**src/sv/hda_pkg.sv**
```systemverilog
// Shared types, constants and the sine-table helper for the harmonic
// distortion analyzer. No dependencies; imported by all modules but hda_isqrt.
package hda_pkg;

    localparam int DEF_SAMPLES   = 64;
    localparam int DEF_HARMONICS = 31;

    localparam int RATIO_SCALE = 6400;
    localparam int FUND_CODE   = 6399;
    localparam int RATIO_MAX   = 32767;
    localparam int SUM_SHIFT   = 7;

    localparam logic [15:0] VFLOOR_RST = 16'd0;
    localparam logic [15:0] CFLOOR_RST = 16'd8;

    // config register indexes
    localparam logic CFG_VFLOOR = 1'b0;
    localparam logic CFG_CFLOOR = 1'b1;

    localparam logic [2:0] CH_MAX_VALID = 3'd5;
    localparam logic [2:0] CH_FIRST_CUR = 3'd3;

    // shared multiplier operand width, divider widths
    localparam int MW     = 33;
    localparam int DIV_NW = 48;
    localparam int DIV_DW = 32;

    // multiplier operations
    localparam logic [2:0] MUL_NONE = 3'd0;
    localparam logic [2:0] MUL_UA   = 3'd1;
    localparam logic [2:0] MUL_UB   = 3'd2;
    localparam logic [2:0] MUL_PP   = 3'd3;
    localparam logic [2:0] MUL_PS   = 3'd4;
    localparam logic [2:0] MUL_RS   = 3'd5;

    // result kinds
    localparam logic [1:0] OUT_SKIP  = 2'd0;
    localparam logic [1:0] OUT_FUND  = 2'd1;
    localparam logic [1:0] OUT_RATIO = 2'd2;

    // Q30 polynomial coefficients of the quarter-wave sine
    localparam logic [63:0] C1 = 64'd1686629713;
    localparam logic [63:0] C3 = 64'd693598669;
    localparam logic [63:0] C5 = 64'd85569306;
    localparam logic [63:0] C7 = 64'd5026995;
    localparam logic [63:0] C9 = 64'd172272;

    typedef struct packed {
        logic       run_init;
        logic       acc_clr;
        logic       issue;
        logic       next_h;
        logic [2:0] mul_op;
        logic       rad_ld;
        logic       rad_add;
        logic       sq_start;
        logic       tot;
        logic       div_start;
        logic       div_ratio;
        logic       set_fund;
        logic       sq_acc;
        logic       load_out;
        logic [1:0] out_sel;
        logic       final_res;
        logic [5:0] harm;
    } hda_cmd_t;

    typedef struct packed {
        logic last_fire;
        logic skip_now;
        logic issue_last;
        logic pipe_busy;
        logic sq_busy;
        logic div_busy;
        logic fund_zero;
        logic out_full;
    } hda_stat_t;

    // Q14 sine of a quarter-turn fraction xq (Q16); evaluated at elaboration
    function automatic logic [15:0] quarter_sine(input logic [63:0] xq);
        logic [63:0] x2;
        logic [63:0] t;
        logic [63:0] q;
        x2 = (xq * xq) >> 16;
        t  = C9;
        t  = C7 - ((t * x2) >> 16);
        t  = C5 - ((t * x2) >> 16);
        t  = C3 - ((t * x2) >> 16);
        t  = C1 - ((t * x2) >> 16);
        q  = (((t * xq) >> 16) + 64'd32768) >> 16;
        if (q > 64'd16384)
        begin
            q = 64'd16384;
        end
        return q[15:0];
    endfunction

endpackage

```
**src/sv/hda_ctrl.sv**
```systemverilog
// Sequencer for loading, per-harmonic DFT, root, divide and result issue.
// Uses hda_pkg command/status structs; drives the datapath and in_stall.
module hda_ctrl
    import hda_pkg::*;
#(
    parameter int HARMONICS = DEF_HARMONICS
)
(
    input  logic      clk,
    input  logic      rst_n,
    input  hda_stat_t stat,
    output hda_cmd_t  cmd,
    output logic      in_stall
);

    localparam logic [4:0] S_IDLE   = 5'd0;
    localparam logic [4:0] S_HSTART = 5'd1;
    localparam logic [4:0] S_ACC    = 5'd2;
    localparam logic [4:0] S_DRAIN  = 5'd3;
    localparam logic [4:0] S_SQA    = 5'd4;
    localparam logic [4:0] S_SQB    = 5'd5;
    localparam logic [4:0] S_SQC    = 5'd6;
    localparam logic [4:0] S_RGO    = 5'd7;
    localparam logic [4:0] S_RWAIT  = 5'd8;
    localparam logic [4:0] S_DGO    = 5'd9;
    localparam logic [4:0] S_DWAIT  = 5'd10;
    localparam logic [4:0] S_FCHK   = 5'd11;
    localparam logic [4:0] S_PP     = 5'd12;
    localparam logic [4:0] S_SQS    = 5'd13;
    localparam logic [4:0] S_TSC    = 5'd14;
    localparam logic [4:0] S_VGO    = 5'd15;
    localparam logic [4:0] S_VWAIT  = 5'd16;
    localparam logic [4:0] S_EMIT   = 5'd17;
    localparam logic [4:0] S_SKIP   = 5'd18;

    logic [4:0] state_reg;
    logic [4:0] state_next;
    logic [5:0] h_reg;
    logic [5:0] h_next;
    logic       tot_reg;
    logic       tot_next;

    always_comb
    begin
        cmd        = '0;
        state_next = state_reg;
        h_next     = h_reg;
        tot_next   = tot_reg;
        cmd.tot    = tot_reg;
        cmd.harm   = tot_reg ? 6'd0 : h_reg;
        unique case (state_reg)
            S_IDLE:
            begin
                if (stat.last_fire)
                begin
                    h_next   = 6'd1;
                    tot_next = 1'b0;
                    if (stat.skip_now)
                    begin
                        state_next = S_SKIP;
                    end
                    else
                    begin
                        cmd.run_init = 1'b1;
                        state_next   = S_HSTART;
                    end
                end
            end
            S_HSTART:
            begin
                cmd.acc_clr = 1'b1;
                state_next  = S_ACC;
            end
            S_ACC:
            begin
                cmd.issue = 1'b1;
                if (stat.issue_last)
                begin
                    state_next = S_DRAIN;
                end
            end
            S_DRAIN:
            begin
                if (!stat.pipe_busy)
                begin
                    state_next = S_SQA;
                end
            end
            S_SQA:
            begin
                cmd.mul_op = MUL_UA;
                state_next = S_SQB;
            end
            S_SQB:
            begin
                cmd.mul_op = MUL_UB;
                cmd.rad_ld = 1'b1;
                state_next = S_SQC;
            end
            S_SQC:
            begin
                cmd.rad_add = 1'b1;
                state_next  = S_RGO;
            end
            S_RGO:
            begin
                cmd.sq_start = 1'b1;
                state_next   = S_RWAIT;
            end
            S_RWAIT:
            begin
                if (!stat.sq_busy)
                begin
                    state_next = tot_reg ? S_TSC : S_DGO;
                end
            end
            S_DGO:
            begin
                cmd.div_start = 1'b1;
                state_next    = S_DWAIT;
            end
            S_DWAIT:
            begin
                if (!stat.div_busy)
                begin
                    state_next = (h_reg == 6'd1) ? S_FCHK : S_PP;
                end
            end
            S_FCHK:
            begin
                cmd.set_fund = 1'b1;
                state_next   = stat.fund_zero ? S_SKIP : S_EMIT;
            end
            S_PP:
            begin
                cmd.mul_op = MUL_PP;
                state_next = S_SQS;
            end
            S_SQS:
            begin
                cmd.sq_acc = 1'b1;
                cmd.mul_op = MUL_PS;
                state_next = S_VGO;
            end
            S_TSC:
            begin
                cmd.mul_op = MUL_RS;
                state_next = S_VGO;
            end
            S_VGO:
            begin
                cmd.div_start = 1'b1;
                cmd.div_ratio = 1'b1;
                state_next    = S_VWAIT;
            end
            S_VWAIT:
            begin
                if (!stat.div_busy)
                begin
                    state_next = S_EMIT;
                end
            end
            S_EMIT:
            begin
                if (!stat.out_full)
                begin
                    cmd.load_out  = 1'b1;
                    cmd.final_res = tot_reg;
                    cmd.out_sel   = (!tot_reg && h_reg == 6'd1) ? OUT_FUND : OUT_RATIO;
                    if (tot_reg)
                    begin
                        state_next = S_IDLE;
                    end
                    else if (h_reg == 6'(HARMONICS))
                    begin
                        tot_next   = 1'b1;
                        state_next = S_RGO;
                    end
                    else
                    begin
                        h_next     = h_reg + 6'd1;
                        cmd.next_h = 1'b1;
                        state_next = S_HSTART;
                    end
                end
            end
            S_SKIP:
            begin
                cmd.harm = 6'd0;
                if (!stat.out_full)
                begin
                    cmd.load_out  = 1'b1;
                    cmd.final_res = 1'b1;
                    cmd.out_sel   = OUT_SKIP;
                    state_next    = S_IDLE;
                end
            end
            default:
            begin
                state_next = S_IDLE;
            end
        endcase
    end

    always_ff @(posedge clk or negedge rst_n)
    begin
        if (!rst_n)
        begin
            state_reg <= S_IDLE;
            h_reg     <= 6'd1;
            tot_reg   <= 1'b0;
        end
        else
        begin
            state_reg <= state_next;
            h_reg     <= h_next;
            tot_reg   <= tot_next;
        end
    end

    assign in_stall = (state_reg != S_IDLE);

endmodule

```
**config.mk**
```make
export PLATFORM = sky130hd
export DESIGN_NAME = hda_ctrl
export DESIGN_NICKNAME = d
export VERILOG_FILES = /design/src/sv/hda_pkg.sv /design/src/sv/hda_ctrl.sv
export SDC_FILE = /design/constraint.sdc
export NUM_CORES = 1
export LEC_CHECK = 0
export BUFFER_PORTS_ARGS = -buffer_cell sky130_fd_sc_hd__clkbuf_2
export CORE_MARGIN = 8
export CORE_UTILIZATION = 51
export DETAILED_ROUTE_END_ITERATION = 10
export PLACE_DENSITY = 0.82
export SYNTH_ARGS = -nofsm -noshare
export SYNTH_HDL_FRONTEND = slang
export SYNTH_SLANG_ARGS = --single-unit
export TNS_END_PERCENT = 100
```
**constraint.sdc**
```tcl
create_clock -name clk -period 2.1 [get_ports clk]
set_input_delay 0.21 -clock clk [delete_from_list [all_inputs] [get_ports clk]]
set_output_delay 0.21 -clock clk [all_outputs]
set_load 0.01 [all_outputs]
```
Word-level counts from Yosys, hierarchy flattened:

Index checks and enable logic that the tools add are counted.

* input bits: 10
* register bits after elaboration: 12
* output and inout port bits: 26
* logic and storage cells: 92
* bits in read-only memories: 0
* memories: 0
* bits in writable memories: 0
* latch bits: 0

* reductions and logical operators: 10
* multiply operators: 0
* shifts and indexed selects: 0
* order comparisons: 0
* divide/modulo/power cells: 0
* mux-type cells: 48
* $add $sub $neg: 1
* bitwise gates (word level): 0
* eq/ne operators: 30

Operators with widths (number)
* $pmux 5 s18: 1
* $mux 5: 10
* $eq 5x4->1 const B: 8
* $mux 6: 6
* $eq 5x3->1 const B: 4
* $mux 1: 20
* $ne 2x2->1 const B: 10
* $eq 5x5->1 const B: 3
* $pmux 3 s5: 1
* $pmux 6 s2: 1
* $eq 5x2->1 const B: 2
* $mux 3: 3
* $mux 4: 2
* $pmux 4 s2: 1
* $reduce_and 8->1: 1
* $add 6x1->6 const B: 1
* $eq 6x1->1 const B: 1
* $eq 6x5->1 const B: 1
* $eq 5x1->1 const B: 1
* $logic_not 5->1: 1
* $reduce_and 5->1: 1
* $reduce_bool 5->1: 1
* $mux 2: 2
* $reduce_or 2->1: 2
* 5 further kinds: 5

Longest topological paths before layout:

Gate-level depths: netlist of the first run.

* depth after elaboration: 5
* depth in mapped cells: 7
* depth with buffers taken out: 7

Worst setup path after synthesis of the first run:

Ideal clock, no wire load.

* kind: reg-to-output
* start point: reg h_reg[0]
* end point: out cmd[7] in the netlist's numbering
* stages on the path, launching flop included: 5
* slack: 0.182 ns
* arrival: 1.708 ns
* data required time: 1.890 ns
* buffers on the path: 0
* cell sequence: dfstp_2 -> ha_1 -> or4b_1 -> or2_2 -> nor3_1

RTL lines
* start: declaration: RTL line hda_ctrl.sv:38 `logic [5:0] h_reg;`
* start signal: assignment: RTL line hda_ctrl.sv:216 `h_reg <= h_next;`
* end: declaration: RTL line hda_ctrl.sv:12 `output hda_cmd_t cmd,`

==> flow_metrics.tcl, run 1 <==
set metrics [dict create \
    status "finished, violations left" \
    violations "negative setup slack" \
    clock-root-buffer "clkbuf_4" \
    dr_total_vias 1302 \
    syn_area_mm2 0.001192 \
    vias_per_cell 5.813 \
    ys_seq_elements 12 \
    ir_drop_uv 883.9 \
    die_w_um 64.36 \
    seqCellArea_um2 301.5 \
    cts_tree "yes" \
    dr.max_layer_used "met4" \
    arrival_ps 1930 \
    clk_latency_ps 280 \
    cp-end-kind "output pin" \
    hold_viol 0 \
    dp_slack_ps 84.71 \
    max_cap_viol_count 0 \
    synth_edf_count 0 \
    clock_skew_ps 13.54 \
    rows 17 \
    syn_avg_cell_area_um2 7.644 \
    synth_top_area_share_pct 23.08 \
    synth_top_cell_by_area "dfrtp_1" \
    synth_ff_type "dfrtp_1" \
    initial_utilization_pct 53.90 \
    worst_slack_ps -38.20 \
    drc 0 \
    routed_wl_um 3507 \
    met2WireLength_um 1594 \
    drive_gt1_share_pct 34.69 \
    setup_viol 3 \
    htreeDepth 1 \
    maxSlewViolCount 0 \
    n_fill_cell 188 \
    antenna_cells 0 \
    grt.overflow.total 0 \
    grtUsageTotal_pct 17.03 \
    fin_util_pct 67.48 \
    async_reset_ff_share_pct 100.0 \
    drt_iter0_drc 71 \
    fmax_mhz 467.7 \
    worst_pin_slew_ps 489.5 \
    stdcell_count 224 \
    grt_max_degree 19 \
    grt_pass1_vias 1250 \
    place.gp.congestion 0.9375 \
    critPathKind "reg -> out" \
    synth_cell_types 50 \
    coreArea_mm2 0.002212 \
    dieHeight_um 64.36 \
    cp_data_required_time_ps 1890 \
    synth_fp_nets 168 \
    yosysWarnings 0 \
    clock_path_buffers 2 \
    startpoint_type "register" \
    largest_register_ffs 6 \
    dieArea_mm2 0.004142 \
    slew_headroom_pct 67.33 \
    synthCells 156 \
    rsz0062_at_grt "true" \
    grt_pass1_wl_um 5809 \
    syn_to_final_growth_pct 25.18 \
    dp_hpwl_um 2637 \
    period_needed_ps 2138 \
    dr_wl_met3_um 358 \
    fin_total_pwr_mw 2.110 \
    timing.final.crit_share_pct 101.8 \
    cts.sinks 12 \
    worst-path-max-fanout 2 \
    setup_tns_ps -40.91 \
    ant_nets 0 \
    antenna_found_initial 0 \
    clk_pin_slew_ps 80 \
    placed_cells 215 \
    ios 36 \
    pwr_density_cell_mw_per_mm2 1413 \
    port-buffer-count 35 \
    wl_per_cell_um 15.66 \
    ys_seq_area_share_pct 25.29 \
    multi_input_area_um2 822.0 \
    nNetsFinal 209 \
    hp-class "in -> async" \
    power_leakage_nw 0.6831 \
    dr.pass1.iters 4 \
    cts_buffers 3 \
    yosys-top-cells-area "dfrtp_1 23%, nor2_1 6.0%, and2_1 4.2%" \
    wl_met1_um 1517 \
]
-- synth_stat cells, types with 3 or more instances --
library cell,number
nor2_1,19
dfrtp_1,11
and2_1,8
nand2_1,8
a21oi_1,7
inv_1,7
nand2b_1,7
nor3_1,7
o21ai_0,6
nor2b_1,5
buf_2,4
clkbuf_1,4
nand3_1,4
a211oi_1,3
a31oi_1,3
and3_1,3
mux2_2,3
o2111ai_1,3
o211ai_1,3
xnor2_1,3
-- cell families (layout without fill, tap and decap cells) --
logic type | count (synthesis) | in the layout | share of synthesized area (%)
flip-flops | 12 | 12 | 25.29
adder cells (fa/ha/maj) | 2 | 2 | 2.098
AO/OA/AOI/OAI | 38 | 38 | 22.35
AND/OR/NAND/NOR | 77 | 77 | 36.41
XOR/XNOR | 5 | 5 | 3.673
multiplexers | 3 | 3 | 2.833
buffers and inverters | 19 | 59 | 7.346
-- through the flow --
stage               hold WS [ps]  area [µm²]
finish                     332.3        1493
global route               343.8        1493
CTS                        322.2        1479
detailed placement         109.9        1401
global placement           104.5        1401
floorplan                 -85.59        1192
-- cell usage in the layout (no fill, tap or decap), drive strengths merged, types with 5 or more instances in the layout --
cell / netlist / routed
a21oi: 8 / 8
and2: 8 / 8
buf: 8 / 14
clkbuf: 4 / 37
dfrtp: 11 / 11
inv: 7 / 7
nand2: 9 / 9
nand2b: 7 / 7
nor2: 19 / 19
nor2b: 5 / 5
nor3: 7 / 7
o21ai: 9 / 9
-- repair_timing --
action	CTS	global route
setup buffers	4	0
hold buffers	1	0
gates resized for setup	4	5
hold endpoints to repair	11	0
setup endpoints to repair	3	12
pin swaps	2	0
-- metal layers --
metal,global-route usage (%),up-vias
li1,-,640
met1,21.07,599
met2,25.71,59
met3,5.575,4
met4,8.719,0
met5,0,-
-- worst paths after layout --
check                                   from           end  slack, ps  cells past startpoint
worst max-delay path            state_reg[3]       cmd[21]        -40                      5
worst min-delay path                   rst_n  state_reg[1]        330                      2
worst max register to register  state_reg[2]  state_reg[4]        100                      4
worst min register to register      h_reg[1]      h_reg[1]        590                      2
max in group asynchronous              rst_n      h_reg[0]       1470                      2
min in group clk                     stat[1]  state_reg[1]        340                      4
-- worst max-delay path, cell delays in order (launching register included) --
cell     delay [ps]
dfrtp_1         390
or3b_4          430
or3_4           340
or3_4           340
inv_2            60
buf_6            90
-- power breakdown --
group	switching [mW]	internal (mW)	leakage, nW
clock network	0.0825	0.0738	0.0150
logic	0.857	0.668	0.512
registers	0.105	0.323	0.156
-- cell type report --
cell class,count,area share [%]
Timing Repair Buffer,48,18.86
Tap cell,28,2.347
Clock buffer,4,1.760
Inverter,7,1.760
Sequential cell,12,20.20
Multi-Input combinational cell,125,55.07
(Power assumes the default switching activity.)
==> inputs of run 2 (changes only) <==
--- a/config.mk
+++ b/config.mk
@@ -6,10 +6,11 @@
 export NUM_CORES = 1
 export LEC_CHECK = 0
 export BUFFER_PORTS_ARGS = -buffer_cell sky130_fd_sc_hd__clkbuf_2
+export CAP_MARGIN = 20
 export CORE_MARGIN = 8
-export CORE_UTILIZATION = 51
+export CORE_UTILIZATION = 45
 export DETAILED_ROUTE_END_ITERATION = 10
-export PLACE_DENSITY = 0.82
+export PLACE_DENSITY = 0.74
 export SYNTH_ARGS = -nofsm -noshare
 export SYNTH_HDL_FRONTEND = slang
 export SYNTH_SLANG_ARGS = --single-unit
==> run 2 against run 1 <==
  * Non-clock buffer count rose by 2
  * Largest power group unchanged
  * Critical path depth did not move
  * The run still ends with negative setup slack left
  * Critical endpoint unchanged
  * Worst setup slack got worse by 8.1 ps
==> flow_metrics.tcl, run 2 (synthesis gave the netlist of run 1 again) <==
set metrics [dict create \
    max_cap_viol_count 0 \
    r2r-start "h_reg[0]" \
    drt_iter0_drc 145 \
    critPathKind "reg -> out" \
    largest_register_ffs 6 \
    grtUsageTotal_pct 16.68 \
    dieArea_mm2 0.004553 \
    dr_total_vias 1371 \
    hp-class "in -> async" \
    multi_input_area_um2 842.1 \
    antenna_found_initial 0 \
    grt.overflow.total 0 \
    place.gp.congestion 0.9548 \
    syn_to_final_growth_pct 29.17 \
    ios 36 \
    setup_viol 3 \
    rsz0062_at_grt "true" \
    routed_wl_um 3773 \
    n_fill_cell 231 \
    maxSlewViolCount 0 \
    startpoint_type "register" \
    cp_cell_sequence "or3b_4 > or3_4 > or3_4 > inv_2 > buf_6" \
    fmax_mhz 465.9 \
    drc 0 \
    worst_path_largest_cell_delay_ps 420 \
    arrival_ps 1940 \
    dp_slack_ps 66.81 \
    slew_headroom_pct 69.24 \
    cp-end-kind "output pin" \
    holdWs_ps 352.2 \
    clk_pin_slew_ps 80 \
    cts_buffers 3 \
    nNetsFinal 211 \
    status "finished, violations left" \
    rows 18 \
    pwr_density_cell_mw_per_mm2 1451 \
    initial_utilization_pct 47.70 \
    worst_pin_slew_ps 461.3 \
    cts_tree "yes" \
    wl_per_cell_um 16.55 \
    clock_path_buffers 2 \
    timing.final.crit_share_pct 102.2 \
    ant_nets 0 \
    fin_total_pwr_mw 2.235 \
    antenna_cells 0 \
    die_w_um 67.48 \
    worst-path-max-fanout 2 \
    violations "negative setup slack" \
    cp_data_required_time_ps 1890 \
    dp_hpwl_um 2738 \
    ir_drop_uv 1021 \
    coreArea_mm2 0.002500 \
    worst_slack_ps -46.28 \
    clock-root-buffer "clkbuf_4" \
    cpMaxStageDelayCell "or3b_4" \
    dr.pass1.iters 4 \
    layout_commonest_cell "clkbuf_2" \
    crit_top_cell "or3_4" \
    vias_per_cell 6.013 \
    port-buffer-count 35 \
    stdcell_count 228 \
    clock_skew_ps 4.524 \
    seqCellArea_um2 301.5 \
    cts.sinks 12 \
    crit_start "state_reg[2]" \
    grt_max_degree 21 \
    hold_viol 0 \
    power_leakage_nw 0.6998 \
    drive_gt1_share_pct 36.87 \
    final_cell_mix "33 x clkbuf_2, 17 x nor2_1, 14 x buf_4" \
    clk_latency_ps 270 \
    setup_tns_ps -100.2 \
    placed_cells 218 \
    grt_pass1_wl_um 6113 \
    htreeDepth 1 \
    period_needed_ps 2146 \
    dieHeight_um 67.48 \
    grt_pass1_vias 1338 \
]
==> run 2: cell type report <==
class,count,share of cell area [%]
Sequential cell,12,19.58
Clock buffer,4,2.356
Multi-Input combinational cell,125,54.67
Tap cell,30,2.437
Timing Repair Buffer,50,19.25
Inverter,7,1.706
==> run 2: power by group <==
part | switching (mW) | internal, mW
Combinational | 0.905 | 0.713
Sequential | 0.113 | 0.323
Clock | 0.0759 | 0.105
==> run 2: per-stage QoR <==
stage	instance area [µm²]	utilization [%]
detailed placement	1411	56.46
global route	1540	61.61
finish	1540	61.61
CTS	1519	60.76
floorplan	1192	-
global placement	1411	56.46
==> run 2: what timing repair did <==
item | in CTS | in global routing
gates resized for setup | 6 | 8
gates cloned | 0 | 0
pin swaps | 5 | 2
hold buffers | 1 | 0
setup endpoints to repair | 3 | 11
buffers inserted | 5 | 0
hold endpoints to repair | 11 | 0
==> run 2: worst max-delay path: cells and delay by family, from the launching register on <==
kind / cells / cell delay (ps)
simple gates: 3 / 1110
buf+inv: 2 / 150
flops: 1 / 400
==> run 2: path summary, 6_finish.rpt <==
| path | end | slack, ps | cells past startpoint |
|---|---|---|---|
| max in group asynchronous | h_reg[0] | 1460 | 2 |
| setup reg to reg | state_reg[1] | 40 | 7 |
| min in group clk | state_reg[1] | 350 | 4 |
| hold / removal | h_reg[5] | 350 | 2 |
| setup / recovery | cmd[21] | -50 | 5 |
| hold reg to reg | h_reg[1] | 560 | 2 |
==> run 2: metal layers <==
metal / part of all wire [%] / GRT usage [%]
met4: 1.6 / 3.655
met2: 48 / 27.81
met1: 40 / 21.23
met5: 0 / 0
met3: 11 / 3.974
==> inputs of run 3 (changes only) <==
--- a/config.mk
+++ b/config.mk
@@ -10,6 +10,7 @@
 export CORE_MARGIN = 8
 export CORE_UTILIZATION = 45
 export DETAILED_ROUTE_END_ITERATION = 10
+export GPL_TIMING_DRIVEN = 0
 export PLACE_DENSITY = 0.74
 export SYNTH_ARGS = -nofsm -noshare
 export SYNTH_HDL_FRONTEND = slang
==> run 3 against run 2 <==
  * The flow still finishes with violations (negative setup slack)
  * Clock-buffer cell count unchanged
  * Clock power about the same
  * Global-route usage up 0.28 points
  * Maximum frequency down 0.97%
  * Wire length up 0.13%
  * Largest cell class unchanged
  * First-iteration DRC count down 35%
  * Worst setup slack worse by 21 ps
  * Combinational power up 5%
  * Hold slack worse by 5.0 ps
  * Critical endpoint unchanged
  * Non-clock buffer count up 6
  * Via count up 0.95%
  * Largest power group unchanged
  * Flip-flop and latch count unchanged
==> flow_metrics.tcl, run 3 (synthesis gave the netlist of run 1 again) <==
set metrics [dict create \
    startpoint_type "register" \
    dr.pass1.iters 4 \
    grt_max_degree 13 \
    dpl_cell_area_mm2 0.001405 \
    slew_headroom_pct 69.05 \
    dieArea_mm2 0.004553 \
    setup_viol 3 \
    r2r-start "h_reg[0]" \
    dr_total_vias 1384 \
    port-buffer-count 35 \
    timing.final.crit_share_pct 103.2 \
    violations "negative setup slack" \
    rows 18 \
    grt_pass1_wl_um 6203 \
    antenna_cells 0 \
    clk_latency_ps 270 \
    cts_buffers 3 \
    drt_iter0_drc 94 \
    ios 36 \
    fmax_mhz 461.4 \
    dieHeight_um 67.48 \
    worst_slack_ps -67.38 \
    vias_per_cell 5.915 \
    htreeDepth 1 \
    clock_path_buffers 2 \
    initial_utilization_pct 47.70 \
    nNetsFinal 217 \
    worst-path-max-fanout 3 \
    layout_commonest_cell "clkbuf_2" \
    maxSlewViolCount 0 \
    period_needed_ps 2167 \
    largest_register_ffs 6 \
    worst_pin_slew_ps 464.2 \
    status "finished, violations left" \
    clock_skew_ps 7.467 \
    pwr_density_cell_mw_per_mm2 1455 \
    drc 0 \
    cp-end-kind "output pin" \
    grt.overflow.total 0 \
    coreArea_mm2 0.002500 \
    cts.sinks 12 \
    fin_total_pwr_mw 2.272 \
    hold_viol 0 \
    place.gp.congestion 0.9359 \
    hp-class "in -> async" \
    rsz0062_at_grt "true" \
    die_w_um 67.48 \
    stdcell_area_mm2 0.001562 \
    dp_hpwl_um 2761 \
    wl_per_cell_um 16.15 \
    critPathKind "reg -> out" \
    routed_wl_um 3778 \
    ir_drop_uv 865.8 \
    syn_to_final_growth_pct 30.96 \
    dp_slack_ps 39.94 \
    drive_gt1_share_pct 37.75 \
    clk_pin_slew_ps 80 \
    ant_nets 0 \
    max_cap_viol_count 0 \
    n_fill_cell 230 \
    cp_data_required_time_ps 1890 \
    arrival_ps 1960 \
    final_cell_mix "34 x clkbuf_2, 19 x nor2_1, 10 x buf_4, 10 x dfrtp_1" \
    power_leakage_nw 0.7112 \
    fin_util_pct 62.46 \
    cts_tree "yes" \
    crit_start "state_reg[3]" \
    setup_tns_ps -108.2 \
    clock-root-buffer "clkbuf_4" \
    grtUsageTotal_pct 16.97 \
    grt_pass1_vias 1283 \
    antenna_found_initial 0 \
]
[run 3: cell types whose count changed in the layout (fill, tap and decap cells not counted), moves of 2 or more]
cell	before	now
buf_1	0	2
buf_2	1	5
buf_4	14	10
clkbuf_1	0	3
nor2_1	17	19
[run 3: worst paths after layout]
path / to / slack [ps] / cells after the start
max: cmd[21] / -70 / 5
min: h_reg[1] / 350 / 2
max reg2reg: state_reg[1] / 50 / 7
min reg2reg: h_reg[1] / 560 / 2
max in group asynchronous: h_reg[0] / 1470 / 2
min in group clk: state_reg[1] / 350 / 4
[run 3: worst max-delay path, cell delays in order (launching register included)]
cell     delay (ps)
dfrtp_2         430
or3b_4          390
or3_4           340
or3_4           380
inv_2            60
buf_6            90
[run 3: layer usage]
layer / part of all wire [%] / track usage, % / wire (µm)
met1: 42 / 24.45 / 1583
met2: 46 / 25.33 / 1749
met3: 11 / 3.642 / 427
met4: 0.45 / 3.133 / 17
met5: 0 / 0 / 0
[run 3: where the power goes]
part           switching (mW)  internal [mW]  leakage, nW
Combinational           0.991          0.707        0.536
Clock                  0.0782          0.105       0.0210
Sequential             0.0654          0.325        0.154
Total                    1.13           1.14        0.711
[run 3: what timing repair did]
action,4_1_cts,5_1_grt
endpoints found under the setup margin,3,24
pin swaps,3,3
endpoints found under the hold margin,11,0
setup buffers,8,1
resized for setup,6,12
hold buffers,1,0
[run 3: metrics by stage]
step	cells	hold slack [ps]
after detailed placement	221	110.2
after global routing	234	370.2
after global placement	221	106.2
final	234	347.2
after floorplan	156	-85.59
after CTS	234	326.0
[run 3: final cells by class]
class	instances	area [µm²]	share of cell area, %
timing repair buffer	45	259.0	16.59
clock buffer	4	36.28	2.324
tap	30	37.54	2.404
sequential	12	302.8	19.39
multi-input combinational	125	848.3	54.33
buffer	11	51.30	3.285
inverter	7	26.28	1.683
